## src/hw/rtl/tod_pkg.sv

```systemverilog
// Shared types, constants and helper functions for the time-of-day clock.
`timescale 1ns / 1ps

package tod_pkg;

  typedef enum logic [1:0] {
    MODE_NORMAL = 2'd0,
    MODE_EDIT_H = 2'd1,
    MODE_EDIT_M = 2'd2,
    MODE_EDIT_S = 2'd3
  } mode_t;

  localparam logic ACT_TICK    = 1'b0;
  localparam logic ACT_REFRESH = 1'b1;

  localparam logic [4:0] HOUR_MAX   = 5'd23;
  localparam logic [5:0] MINSEC_MAX = 6'd59;
  localparam logic [4:0] HOUR_RESET = 5'd11;

  localparam logic [5:0] HOUR_MOD   = 6'd24;
  localparam logic [5:0] MINSEC_MOD = 6'd60;
  // Bias keeps value + delta non-negative; a multiple of the modulus.
  localparam logic signed [9:0] HOUR_BIAS   = 10'sd144;
  localparam logic signed [9:0] MINSEC_BIAS = 10'sd180;

  localparam logic [7:0] CHAR_COLON = 8'h3A;
  localparam logic [7:0] CHAR_SPACE = 8'h20;
  localparam logic [7:0] CHAR_BLANK = 8'hFF;
  localparam logic [7:0] DIGIT_BASE = 8'h30;

  typedef struct packed {
    logic              action;
    logic [7:0]        button_presses;
    logic signed [7:0] encoder_delta;
  } in_t;

  typedef struct packed {
    mode_t      mode;
    logic [4:0] hour_value;
    logic [5:0] minute_value;
    logic [5:0] second_value;
    logic [7:0] hour_tens_char;
    logic [7:0] hour_ones_char;
    logic [7:0] minute_tens_char;
    logic [7:0] minute_ones_char;
    logic [7:0] second_tens_char;
    logic [7:0] second_ones_char;
    logic [7:0] separator_char;
  } out_t;

  // Reduce a biased sum (0..366) modulo m with parallel threshold compares.
  function automatic logic [5:0] wrap_mod(input logic [8:0] s, input logic [5:0] m);
    logic [9:0] r;
    logic [9:0] thr;
    r = {1'b0, s};
    for (int k = 1; k < 16; k++) begin
      thr = 10'(k * int'(m));
      if ({1'b0, s} >= thr) begin
        r = {1'b0, s} - thr;
      end
    end
    return r[5:0];
  endfunction

  // Tens digit of a value 0..59.
  function automatic logic [2:0] tens_of(input logic [5:0] v);
    logic [2:0] t;
    t = 3'd0;
    for (int k = 1; k < 6; k++) begin
      if (v >= 6'(k * 10)) begin
        t = 3'(k);
      end
    end
    return t;
  endfunction

  function automatic logic [3:0] ones_of(input logic [5:0] v);
    logic [5:0] rem;
    rem = v - 6'(tens_of(v)) * 6'd10;
    return rem[3:0];
  endfunction

  function automatic logic [7:0] digit_char(input logic [3:0] d);
    return DIGIT_BASE + 8'(d);
  endfunction

endpackage

```

## src/hw/rtl/tod_core.sv

```systemverilog
// Time and mode state with the per-beat update and display formatting.
`timescale 1ns / 1ps

module tod_core import tod_pkg::*; (
  input  logic clk,
  input  logic rst_n,
  input  logic accept,
  input  in_t  in_beat,
  output logic res_vld,
  output out_t res
);

  logic [5:0] sec_r, sec_nxt;
  logic [5:0] min_r, min_nxt;
  logic [4:0] hour_r, hour_nxt;
  mode_t      mode_r, mode_nxt;
  logic       blink_r, blink_nxt;

  logic              b1;
  mode_t             mode_new;
  logic signed [9:0] sum_h, sum_m, sum_s;
  logic [5:0]        hour6;
  logic [7:0]        ch [6];

  assign b1       = blink_r ^ (|in_beat.button_presses);
  assign mode_new = mode_t'(mode_r + in_beat.button_presses[1:0]);
  assign sum_h    = $signed({5'b0, hour_r}) + 10'(in_beat.encoder_delta) + HOUR_BIAS;
  assign sum_m    = $signed({4'b0, min_r}) + 10'(in_beat.encoder_delta) + MINSEC_BIAS;
  assign sum_s    = $signed({4'b0, sec_r}) + 10'(in_beat.encoder_delta) + MINSEC_BIAS;
  assign hour6    = wrap_mod(sum_h[8:0], HOUR_MOD);

  always_comb begin
    sec_nxt   = sec_r;
    min_nxt   = min_r;
    hour_nxt  = hour_r;
    mode_nxt  = mode_r;
    blink_nxt = blink_r;
    if (accept) begin
      if (in_beat.action == ACT_TICK) begin
        if (mode_r == MODE_NORMAL) begin
          if (sec_r >= MINSEC_MAX) begin
            sec_nxt = '0;
            if (min_r >= MINSEC_MAX) begin
              min_nxt  = '0;
              hour_nxt = (hour_r >= HOUR_MAX) ? 5'd0 : hour_r + 5'd1;
            end else begin
              min_nxt = min_r + 6'd1;
            end
          end else begin
            sec_nxt = sec_r + 6'd1;
          end
        end
      end else begin
        mode_nxt  = mode_new;
        blink_nxt = ~b1;
        case (mode_new)
          MODE_EDIT_H: hour_nxt = hour6[4:0];
          MODE_EDIT_M: min_nxt  = wrap_mod(sum_m[8:0], MINSEC_MOD);
          MODE_EDIT_S: sec_nxt  = wrap_mod(sum_s[8:0], MINSEC_MOD);
          default: ;
        endcase
      end
    end
  end

  // Display formatting from the updated time.
  always_comb begin
    ch[0] = digit_char({1'b0, tens_of({1'b0, hour_nxt})});
    ch[1] = digit_char(ones_of({1'b0, hour_nxt}));
    ch[2] = digit_char({1'b0, tens_of(min_nxt)});
    ch[3] = digit_char(ones_of(min_nxt));
    ch[4] = digit_char({1'b0, tens_of(sec_nxt)});
    ch[5] = digit_char(ones_of(sec_nxt));
    res.separator_char = CHAR_COLON;
    case (mode_new)
      MODE_NORMAL: res.separator_char = b1 ? CHAR_COLON : CHAR_SPACE;
      MODE_EDIT_H: if (!b1) begin
        ch[0] = CHAR_BLANK;
        ch[1] = CHAR_BLANK;
      end
      MODE_EDIT_M: if (!b1) begin
        ch[2] = CHAR_BLANK;
        ch[3] = CHAR_BLANK;
      end
      MODE_EDIT_S: if (!b1) begin
        ch[4] = CHAR_BLANK;
        ch[5] = CHAR_BLANK;
      end
      default: ;
    endcase
    res.mode             = mode_new;
    res.hour_value       = hour_nxt;
    res.minute_value     = min_nxt;
    res.second_value     = sec_nxt;
    res.hour_tens_char   = ch[0];
    res.hour_ones_char   = ch[1];
    res.minute_tens_char = ch[2];
    res.minute_ones_char = ch[3];
    res.second_tens_char = ch[4];
    res.second_ones_char = ch[5];
  end

  assign res_vld = accept && (in_beat.action == ACT_REFRESH);

  always_ff @(posedge clk) begin
    if (!rst_n) begin
      sec_r   <= '0;
      min_r   <= '0;
      hour_r  <= HOUR_RESET;
      mode_r  <= MODE_NORMAL;
      blink_r <= 1'b0;
    end else begin
      sec_r   <= sec_nxt;
      min_r   <= min_nxt;
      hour_r  <= hour_nxt;
      mode_r  <= mode_nxt;
      blink_r <= blink_nxt;
    end
  end

endmodule

```

## src/hw/rtl/tod_outreg.sv

```systemverilog
// Output register for result beats; frees itself as the beat drains.
`timescale 1ns / 1ps

module tod_outreg import tod_pkg::*; (
  input  logic clk,
  input  logic rst_n,
  input  logic res_vld,
  input  out_t res,
  output logic can_load,
  output logic out_valid,
  input  logic out_ready,
  output out_t out_data
);

  logic out_valid_r, out_valid_nxt;
  out_t data_r;

  assign can_load      = !out_valid_r || out_ready;
  assign out_valid_nxt = res_vld || (out_valid_r && !out_ready);

  always_ff @(posedge clk) begin
    if (!rst_n) begin
      out_valid_r <= 1'b0;
    end else begin
      out_valid_r <= out_valid_nxt;
    end
  end

  always_ff @(posedge clk) begin
    if (res_vld) begin
      data_r <= res;
    end
  end

  assign out_valid = out_valid_r;
  assign out_data  = data_r;

endmodule

```

## src/hw/rtl/time_of_day_clock_with_set_mode.sv

```systemverilog
// Top level of the 24-hour time-of-day clock with time-set mode.
`timescale 1ns / 1ps
// A refresh beat shows on out_* in the cycle after acceptance; ticks give no beat.
// Throughput: one input beat per cycle; in_ready is low only while a result beat
//   sits in the output register and out_ready is low.
// Reset (rst_n, synchronous, active low): time 11:00:00, normal mode, blink phase 0,
//   output register empty.

module time_of_day_clock_with_set_mode import tod_pkg::*; (
  input  logic clk,
  input  logic rst_n,
  input  logic in_valid,
  output logic in_ready,
  input  in_t  in_data,
  output logic out_valid,
  input  logic out_ready,
  output out_t out_data
);

  logic accept;
  logic res_vld;
  out_t res;
  logic can_load;

  // Ticks also wait for a free output slot, which keeps the beat order simple.
  assign in_ready = can_load;
  assign accept   = in_valid && in_ready;

  // State update and display formatting, all in the accepting cycle.
  tod_core u_core (
    .clk     (clk),
    .rst_n   (rst_n),
    .accept  (accept),
    .in_beat (in_data),
    .res_vld (res_vld),
    .res     (res)
  );

  // Result register; loads whenever empty or being drained this cycle.
  tod_outreg u_outreg (
    .clk       (clk),
    .rst_n     (rst_n),
    .res_vld   (res_vld),
    .res       (res),
    .can_load  (can_load),
    .out_valid (out_valid),
    .out_ready (out_ready),
    .out_data  (out_data)
  );

endmodule

```

## config.mk

```make
export PLATFORM = sky130hd
export DESIGN_NAME = time_of_day_clock_with_set_mode
export DESIGN_NICKNAME = d
export VERILOG_FILES = /design/src/hw/rtl/tod_pkg.sv /design/src/hw/rtl/tod_core.sv /design/src/hw/rtl/tod_outreg.sv /design/src/hw/rtl/time_of_day_clock_with_set_mode.sv
export SDC_FILE = /design/constraint.sdc
export NUM_CORES = 1
export LEC_CHECK = 0
export BUFFER_PORTS_ARGS = -buffer_cell sky130_fd_sc_hd__clkbuf_2
export CORE_UTILIZATION = 40
export DETAILED_ROUTE_END_ITERATION = 6
export SLEW_MARGIN = 0
export SYNTH_ARGS = -nofsm -noshare
export SYNTH_HDL_FRONTEND = slang
export SYNTH_SLANG_ARGS = --single-unit
```

## constraint.sdc

```tcl
create_clock -name clk -period 22 [get_ports clk]
set_input_delay 6.6 -clock clk [delete_from_list [all_inputs] [get_ports clk]]
set_output_delay 6.6 -clock clk [all_outputs]
set_load 0.05 [all_outputs]
```

[After elaboration in Yosys (flattened, before gate mapping)]
Cells that the tools add are included.
Operators by class
  add/sub/neg operators: 64
  bitwise logic cells: 2
  magnitude comparators: 63
  multiply operators: 3
  reduce and logical (&&, ||, !) cells: 11
  muxes and demuxes: 85
  eq/ne operators: 3
Operators with widths (number)
  $mux W6: 41
  $ge A9 B10 Y1 const B: 14
  $ge A9 B9 Y1 const B: 13
  $mux W5: 23
  $mux W16: 6
  $sub A6 B6 Y6 const B: 16
  $ge A9 B8 Y1 const B: 9
  $sub A6 B5 Y6 const B: 8
  $ge A9 B7 Y1 const B: 5
  $sub A5 B5 Y5 const B: 8
  $ge A6 B6 Y1 const B: 6
  $add A9 B9 Y9 const B: 3
  $ge A9 B6 Y1 const B: 3
  $ge A6 B5 Y1 const B: 4
  $sub A6 B4 Y6 const B: 4
  $add A6 B3 Y7 const A: 3
  $add A6 B4 Y7 const A: 3
  $sub A5 B4 Y5 const B: 4
  $add A7 B8 Y9: 2
  $mux W3: 6
  $ge A5 B5 Y1 const B: 3
  $sub A5 B1 Y5 const B: 3
  $add A6 B1 Y6 const B: 2
  $ge A5 B6 Y1 const B: 2
  other kinds (21): 40
Word-level totals
  input port bits: 21
  flip-flop bits (word level): 96

[Depth between registers and ports, before layout]
Gate-level depths: netlist of the first run.
  depth in word-level cells: 32
  depth in mapped cells: 28
  depth with buffers taken out: 27

[Hierarchy]
From an unflattened synthesis of the first run, not the netlist that was laid out.
Unflattened totals
  cell total of the unflattened synthesis: 891
  area total of the unflattened synthesis: 8124.0 um^2
Modules (own cells, without submodules)
  tod_core: sequential area each 400.4 um^2, instances 1, cells an instance 811, area each 5816.8 um^2
  tod_outreg: sequential area each 2272.2 um^2, instances 1, cells an instance 79, area each 2301.0 um^2
  time_of_day_clock_with_set_mode: sequential area each 0.0 um^2, instances 1, cells an instance 1, area each 6.3 um^2

[Least setup slack after synthesis of the first run]
No wires, ideal clock.
  path kind: in2out
  start: input out_ready
  end: output in_ready
  arrival: 7.065 ns
  path slack: 8.335 ns
  path buffers: 0
  stages on the path: 1
  path through: nand2b_1
Between the ends
  word-level cells in the longest chain between the ends: 1
Ends and longest elaborated chain
  start, declared: RTL line time_of_day_clock_with_set_mode.sv:16  | input logic out_ready,
  $logic_or A1 B1 Y1: RTL line tod_outreg.sv:18  | assign can_load = !out_valid_r || out_ready;
  end, declared: RTL line time_of_day_clock_with_set_mode.sv:13  | output logic in_ready,
No other way between the ends.

[Worst setup path after layout of the first run]
Ends and elaborated chain as after synthesis.

==> results.toml, run 1 <==
[finish]
final_util_pct = 45.3
drive_gt1_share_pct = 14.6
layout_common_cells = "clkbuf_2 (80), nand2_1 (69), ha_1 (67)"
diodes = 0
mostFrequentLayoutCell = "clkbuf_2"
areaGrowthSynthToFinish_pct = 10.2
fin_nets = 953
nFillCells = 1658
stdcell_area_um2 = 7510

[logic_synthesis]
synth_compound_area_share_pct = 27.7
synth_adder_area_share_pct = 14.4
synthFlopType = "edfxtp_1"
netlist_instances = 811
synth_edf_count = 43
seq_area_frac_synth_pct = 25.1
netlist_area_um2 = 6820
syn_avg_cell_area_um2 = 8.41
synthArstFlopShare_pct = 0
yosys.area_share.simple_pct = 19.9
yosysWarnings = 0
synthXorXnorAreaFrac_pct = 3.38
synth_mux_area_share_pct = 0.753
ys_ff_latch = 64
synth_cell_types = 91
synth_top_family_by_area = "compound AO/OA/AOI/OAI gates"

[power]
max-vdd-ir-drop_v = 0.0000554
comb_power_share_pct = 53.2
p_leak_nw = 3.18
power_density_nw_per_um2 = 86.7
clkPwrFrac_pct = 23.1
power.switching_mw = 0.281
power_frac_seq_pct = 23.7
internal_power_mw = 0.371
switching_share_pct = 43.1

[timing]
fin_crit_sh_pct = 62.7
fin_tns_setup_ps = 0
fmax_mhz = 72.5
slew_violations = 0
slew_headroom_pct = 32.3
fin_crit_ps = 13790
setup_viol_count_final = 0
rsz0062_at_grt = "no"
worstMarginPinSlew_ps = 1020
setup_ws_ps = 8210
finClkSkew_ps = 3.26
hold_violations = 0

[die]
die_w_um = 133
die_area_um2 = 17600
start_util_pct = 41.1
num_io_pins = 98
placementRows = 47
core_um2 = 16600
fp.dieH_um = 133

[global_routing]
grt_use_total_pct = 19.9
antenna_found_initial = 0
grt_pass1_vias = 5691
grt_first_pass_wirelength_um = 28500
grt.overflow.total = 0
grt_max_degree = 49

[min_path]
min_from = "u_core.blink_r"
holdPathEnd = "u_core.blink_r"
holdCritPathClass = "reg -> reg"
min_path_cells = 2

[clock_network]
postCtsSetupBuffers = 0
insertion_delay_ps = 330
h-tree-depth = 3
cts_hold_buffers = 0
clkTransAtPathRegs_ps = 50
cts_buffers = 9
clock_sinks = 64
cts_tree = "done"
cts_buffer_depth = 2
ctsResizeCount = 0
clockRootBuffer = "clkbuf_16"

[routing]
drc = 0
wl_per_cell_um = 16.1
ant_nets = 0
firstDrtPassIters = 5
wl_um = 17500
vias = 6267
drtIter0Drc = 316
vias_per_cell = 5.78

[worst_setup_path]
cp_common_cell = "clkbuf_2"
slowest_delay_ps = 320
worstSetupStartpointType = "primary input"
r2r_start = "u_core.sec_r[2]"
slowest_stage = "clkbuf_2"
critPathCaptureType = "output port"
cp_top_family = "buffers and inverters"
arrival_ps = 7190
reg2reg_slack_ps = 14980
crit_chain = "clkbuf_2, nand2b_1, clkbuf_2"
path_class = "in -> out"
worstPathRequired_ps = 15400
r2r-end = "u_outreg.out_data[11]"
startpoint = "out_ready"
crit_fanout = 5
crit_buf_inv = 2
reg2reg_depth = 25

[job]
max_cap_violations = 0

[placement]
port_buffers = 80
pre_cts_ws_ps = 8210
dp_hpwl_um = 13500
gp_congestion = 0.864
dpl_cell_area_um2 = 7190

[run_status]
status = "finished clean"
state kept, by name (all words and copies together), names as in the netlist:
signal	flops
u_core.blink_r	1
u_core.mode_r	2
u_outreg.out_data	43
u_core.sec_r	6
u_core.hour_r	5
u_core.min_r	6
u_outreg.out_valid	1
tightest hold or removal path, stage by stage, from the launching register on:
cell      delay, ps
dfxtp_1         340
nor2_1          110
a211oi_1         50
through the flow:
step / power, mW / hold WS [ps] / std cells
global route: 0.699 / 572 / 1084
detailed placement: 0.500 / 534 / 1068
floorplan: 0.434 / 509 / 826
global placement: 0.499 / 529 / 1068
CTS: 0.652 / 541 / 1084
finish: 0.652 / 547 / 1084
cells by family (layout without fill, tap and decap cells):
group / Yosys count / count (layout)
compound gates: 255 / 255
xor+xnor: 23 / 23
fa+ha+maj: 75 / 75
buf+inv: 121 / 159
flops: 64 / 64
mux: 5 / 5
other cells: 2 / 17
simple gates: 266 / 266
cell usage after synthesis, types with 7 or more instances:
| cell | n | area [um2] |
|---|---|---|
| xor2_1 | 7 | 61.3 |
| nand4_1 | 8 | 50.1 |
| nand2_1 | 69 | 259 |
| a31oi_1 | 12 | 75.1 |
| nand2b_1 | 16 | 100 |
| ha_1 | 67 | 838 |
| edfxtp_1 | 43 | 1290 |
| nor2b_1 | 7 | 43.8 |
| or4_1 | 7 | 52.6 |
| nor3_1 | 21 | 105 |
| dfxtp_1 | 21 | 420 |
| xnor2_1 | 14 | 123 |
| buf_4 | 34 | 255 |
| or3_1 | 10 | 62.6 |
| o31ai_1 | 8 | 60.1 |
| o211ai_1 | 9 | 67.6 |
| a21oi_1 | 50 | 250 |
| and2_1 | 14 | 87.6 |
| clkbuf_1 | 16 | 60.1 |
| o22ai_1 | 10 | 62.6 |
| and3_1 | 9 | 56.3 |
| o21a_1 | 11 | 82.6 |
| inv_1 | 61 | 229 |
| nor2_1 | 51 | 191 |
| o21ai_0 | 45 | 225 |
| a21o_1 | 7 | 52.6 |
| nand3_1 | 24 | 120 |
| a211o_1 | 7 | 61.3 |
power groups by stage:
| stage | Combinational (mW) | Sequential (mW) | Clock [mW] |
|---|---|---|---|
| finish | 0.347 | 0.155 | 0.150 |
| global route | 0.385 | 0.156 | 0.158 |
| CTS | 0.344 | 0.155 | 0.153 |
| detailed placement | 0.343 | 0.157 | 0 |
| global placement | 0.342 | 0.157 | 0 |
| floorplan | 0.251 | 0.183 | 0 |
how the worst max path moves through the flow:
stage,end,slack (ps),cells past startpoint
final,in_ready,8210,3
after global routing,in_ready,8170,3
after CTS,in_ready,8200,3
after detailed placement,in_ready,8210,3
after global placement,in_ready,8210,3
after floorplan,in_ready,8340,1
per-layer routing:
metal	share of wire, %	track usage [%]	vias up
met4	1.1	4.15	0
met3	4.4	3.41	20
met5	0	0	-
met1	45	25.9	2980
met2	50	34.4	156
li1	-	-	3111
final cells by class:
type	count	area (um2)	area share, %
clock buffers	10	239	3.18
clock inverters	6	82.6	1.10
inverters	62	233	3.10
multi-input cells	641	4560	60.7
flip-flops and latches	64	1710	22.8
well taps	220	275	3.66
repair buffers	81	408	5.43
Note: power is estimated with default switching activity, not from simulation.
==> run 2, diff against run 1 <==
==> constraint.sdc (replaced) <==
create_clock -name clk -period 11.6 [get_ports clk]
set_input_delay 3.48 -clock clk [delete_from_list [all_inputs] [get_ports clk]]
set_output_delay 3.48 -clock clk [all_outputs]
set_load 0.05 [all_outputs]
==> run 2 against run 1 <==
  * First-iteration DRC count is 25% higher
  * Sequential cell count stayed put
  * Wire length is 0.86% higher
  * Via count is 0.24% higher
  * Highest routed layer unchanged
==> results.toml, run 2 (synthesized netlist as in run 1, its figures left out) <==
[run_status]
status = "finished clean"

[worst_setup_path]
worstPathRequired_ps = 11670
worstSetupStartpointType = "primary input"
crit_fanout = 11
arrival_ps = 9750
path_class = "in -> reg"
startpoint = "in_data[2]"
crit_buf_inv = 6
r2r_start = "u_core.sec_r[2]"
slowest_stage = "a221oi_2"
cp_top_family = "compound AO/OA/AOI/OAI gates"
reg2reg_slack_ps = 4680
critPathCaptureType = "flop"
slowest_delay_ps = 660
cp_common_cell = "inv_1"

[global_routing]
grt_pass1_vias = 5756
antenna_found_initial = 0
met1_usage_pct = 25.9
met3_usage_pct = 3.49
grt_max_degree = 31
use_met2_pct = 34.9
grt_busiest_layer = "met2"
grt.overflow.total = 0
grt_first_pass_wirelength_um = 28600
grt_use_total_pct = 20.1

[timing]
rsz0062_at_grt = "no"
setup_viol_count_final = 0
slew_violations = 0
finClkSkew_ps = 5.78
fin_crit_sh_pct = 83.4
fin_tns_setup_ps = 0
hold_violations = 0
fin_crit_ps = 9680
worstMarginPinSlew_ps = 965
holdWs_ps = 547
fmax_mhz = 103
slew_headroom_pct = 35.7

[clock_network]
insertion_delay_ps = 330
clockRootBuffer = "clkbuf_16"
postCtsSetupBuffers = 0
cts_tree = "done"
cts_buffers = 9
clock_sinks = 64
ctsResizeCount = 0
cts_buffer_depth = 2
h-tree-depth = 3
cts_hold_buffers = 0
clkTransAtPathRegs_ps = 50

[die]
placementRows = 47
die_w_um = 133
core_um2 = 16600
num_io_pins = 98
start_util_pct = 41.1
die_area_um2 = 17600
fp.dieH_um = 133

[placement]
port_buffers = 80
dpl.cell_count = 1069
gp_congestion = 0.896
dp_hpwl_um = 13700

[finish]
stdcell_count = 1085
diodes = 0
layout_common_cells = "clkbuf_2 (80), nand2_1 (69), ha_1 (67)"
largest_register_ffs = 43
areaGrowthSynthToFinish_pct = 9.42
fin_nets = 954
drive_gt1_share_pct = 14.3
mostFrequentLayoutCell = "clkbuf_2"

[routing]
drc = 0
drtIter0Drc = 394
wl_um = 17700
vias = 6282
ant_nets = 0
vias_per_cell = 5.79
wl_per_cell_um = 16.3
firstDrtPassIters = 7

[min_path]
holdCritPathClass = "reg -> reg"
min_from = "u_core.blink_r"

[power]
max-vdd-ir-drop_v = 0.0000832
power_density_nw_per_um2 = 159
p_leak_nw = 3.15
total_power_mw = 1.19

[job]
max_cap_violations = 0
==> run 2: final timing paths <==
check	to	cells past startpoint
worst min register to register	u_core.blink_r	2
worst max-delay path	u_outreg.out_data[11]	26
worst min-delay path	u_core.blink_r	2
worst max register to register	u_outreg.out_data[11]	25
==> run 2: worst reg2reg max path: cells and delay by family, from the launching register on <==
kind	cells	cell delay, ps
compound gates	11	3560
fa+ha+maj	5	1330
simple gates	4	730
buf+inv	5	600
flops	1	440
==> run 2: per-stage QoR <==
step	worst slack (ps)	util, %	area, um2
after floorplan	2690	-	6870
after global placement	1850	43.4	7200
after detailed placement	1710	43.4	7200
after CTS	2040	45.0	7460
after global routing	1530	45.0	7460
final	1920	45.0	7460
==> run 2: report_power, final <==
| part | leakage, nW | switching [mW] | internal [mW] |
|---|---|---|---|
| combinational | 2.45 | 0.427 | 0.236 |
| clock | 0.127 | 0.0902 | 0.142 |
| sequential | 0.574 | 0.0157 | 0.278 |
==> run 2: layout make-up <==
class / count / area, um2
clock inverters: 5 / 26.3
multi-input cells: 641 / 4560
inverters: 62 / 233
flip-flops and latches: 64 / 1710
repair buffers: 82 / 415
clock buffers: 11 / 233
well taps: 220 / 275
fillers: 1664 / 9130
==> run 2: per-layer routing <==
| metal | vias to the layer above | part of all wire (%) |
|---|---|---|
| met4 | 0 | 1.5 |
| li1 | 3116 | - |
| met3 | 22 | 3.9 |
| met5 | - | 0 |
| met1 | 2976 | 46 |
| met2 | 168 | 49 |
==> run 3, diff against run 2 <==
--- a/config.mk
+++ b/config.mk
@@ -5,6 +5,7 @@
 export SDC_FILE = /design/constraint.sdc
 export NUM_CORES = 1
 export LEC_CHECK = 0
+export ABC_AREA = 1
 export BUFFER_PORTS_ARGS = -buffer_cell sky130_fd_sc_hd__clkbuf_2
 export CORE_UTILIZATION = 40
 export DETAILED_ROUTE_END_ITERATION = 6
==> constraint.sdc (replaced) <==
create_clock -name clk -period 7.8 [get_ports clk]
set_input_delay 2.34 -clock clk [delete_from_list [all_inputs] [get_ports clk]]
set_output_delay 2.34 -clock clk [all_outputs]
set_load 0.05 [all_outputs]
==> run 3 against run 2 <==
  * Sequential cell count unchanged
  * Area after synthesis decreased by 0.94%
  * Combinational power increased by 35%
  * Clock skew decreased by 0.90 ps
  * First-iteration DRC count increased by 19%
  * Worst setup slack got worse by 1500 ps
  * Largest cell class unchanged
  * Final cell count increased by 22%
  * Critical endpoint unchanged
==> results.toml, run 3 <==
[finish]
stdcell_area_um2 = 7610
drive_gt1_share_pct = 13.5
areaGrowthSynthToFinish_pct = 12.6
fin_nets = 1188
nFillCells = 1751
mostFrequentLayoutCell = "nand2_1"
diodes = 0
layout_common_cells = "nand2_1 (296), inv_1 (145), nor2_1 (96)"
largest_register_ffs = 43
final_util_pct = 46.0

[die]
core_um2 = 16500
placementRows = 47
num_io_pins = 98
fp.dieH_um = 132
die_area_um2 = 17400
start_util_pct = 40.9
die_w_um = 132

[worst_setup_path]
critPathCaptureType = "flop"
worstPathRequired_ps = 7870
path_class = "in -> reg"
slowest_delay_ps = 400
arrival_ps = 7430
cp_common_cell = "nand2_1"
slowest_stage = "fa_1"
crit_fanout = 10
worstSetupStartpointType = "primary input"

[logic_synthesis]
ys_ff_latch = 64
synth_cell_types = 48
netlist_area_um2 = 6750
yosysTopAreaCell = "edfxtp_1"
syn_avg_cell_area_um2 = 6.63
synthFlopType = "edfxtp_1"
synth_common_cells = "nand2_1 (296), inv_1 (145), nor2_1 (97)"
synth.area.top_cells = "edfxtp_1 (19%), nand2_1 (16%), ha_1 (12%)"
yosysWarnings = 0
netlist_instances = 1019
synth_edf_count = 43
synthArstFlopShare_pct = 0
synthMostInstantiatedCell = "nand2_1"
seq_area_frac_synth_pct = 25.3
synth_top_area_share_pct = 19.1

[timing]
rsz0062_at_grt = "no"
worstMarginPinSlew_ps = 729
fmax_mhz = 136
slew_headroom_pct = 50.7
setup_viol_count_final = 0
slew_violations = 0
finClkSkew_ps = 4.88
fin_crit_ps = 7360
hold_violations = 0
fin_tns_setup_ps = 0
fin_crit_sh_pct = 94.3

[clock_network]
clock_sinks = 64
cts_buffer_depth = 2
ctsResizeCount = 0
cts_buffers = 9
cts_tree = "done"
cts_hold_buffers = 0
insertion_delay_ps = 320
h-tree-depth = 3
clockRootBuffer = "clkbuf_16"
postCtsSetupBuffers = 0
clkTransAtPathRegs_ps = 50

[global_routing]
antenna_found_initial = 0
grt_first_pass_wirelength_um = 28200
grt_pass1_vias = 5990
grt_use_total_pct = 19.6
grt.overflow.total = 0
grt_max_degree = 34

[routing]
wl_um = 16800
firstDrtPassIters = 5
ant_nets = 0
vias = 6522
vias_per_cell = 4.94
drc = 0
wl_per_cell_um = 12.7
drtIter0Drc = 467

[placement]
gp_congestion = 0.926
dpl_cell_area_um2 = 7290
port_buffers = 80
dp_hpwl_um = 13600

[power]
p_leak_nw = 4.00
max-vdd-ir-drop_v = 0.000156
power_density_nw_per_um2 = 227

[job]
max_cap_violations = 0

[run_status]
status = "finished clean"

[min_path]
holdCritPathClass = "reg -> reg"
run 3: kinds of logic (layout without fill, tap and decap cells):
kind of cell	count (synthesis)	after routing	share of synthesized area (%)
buffers and inverters	198	263	12.8
AND/OR/NAND/NOR	533	533	33.6
adder cells (fa/ha/maj)	73	73	14.2
XOR/XNOR	18	18	2.72
other	2	17	0.111
flip-flops	64	64	25.3
AO/OA/AOI/OAI	131	131	11.2
run 3: final cells by class:
cell class | count | area [um2] | area share, %
Tap cell | 220 | 275 | 3.62
Timing Repair Buffer | 89 | 468 | 6.15
Multi-Input combinational cell | 772 | 4240 | 55.7
Sequential cell | 64 | 1710 | 22.5
Inverter | 158 | 596 | 7.83
Clock buffer | 11 | 264 | 3.47
Clock inverter | 5 | 52.6 | 0.691
run 3: metal layers:
layer	part of all wire [%]	track usage, %	wire (um)	up-vias
li1	-	-	-	3412
met1	48	25.3	7990	2983
met2	49	34.9	8240	115
met3	2.6	2.73	443	12
met4	0.76	3.62	127	0
met5	0	0	0	-
run 3: final timing paths:
kind | slack (ps) | to | startpoint | depth (start not counted)
max | 440 | u_outreg.out_data[11] | in_data[1] | 33
min | 560 | u_core.mode_r[1] | u_core.mode_r[1] | 2
max reg2reg | 2150 | u_outreg.out_data[11] | u_core.sec_r[2] | 33
min reg2reg | 560 | u_core.mode_r[1] | u_core.mode_r[1] | 2
run 3: report_power, final:
part           internal, mW  total (mW)  switching, mW
clock                 0.273       0.409          0.136
sequential            0.403       0.419         0.0158
combinational         0.280       0.895          0.616
total                 0.956        1.72          0.767
run 3: metrics by stage:
stage	worst slack [ps]	hold slack, ps	std cells	power, mW
after floorplan	708	529	1034	1.12
after global placement	171	554	1303	1.32
after detailed placement	161	559	1303	1.32
after CTS	476	566	1319	1.73
after global routing	53.8	601	1319	1.87
final	445	564	1319	1.72
run 3: critical path: cells and delay by family:
family | cells | cell delay (ps)
AO/OA/AOI/OAI | 4 | 650
XOR/XNOR | 1 | 210
adder cells (fa/ha/maj) | 6 | 1710
buffers and inverters | 4 | 530
AND/OR/NAND/NOR | 18 | 1960
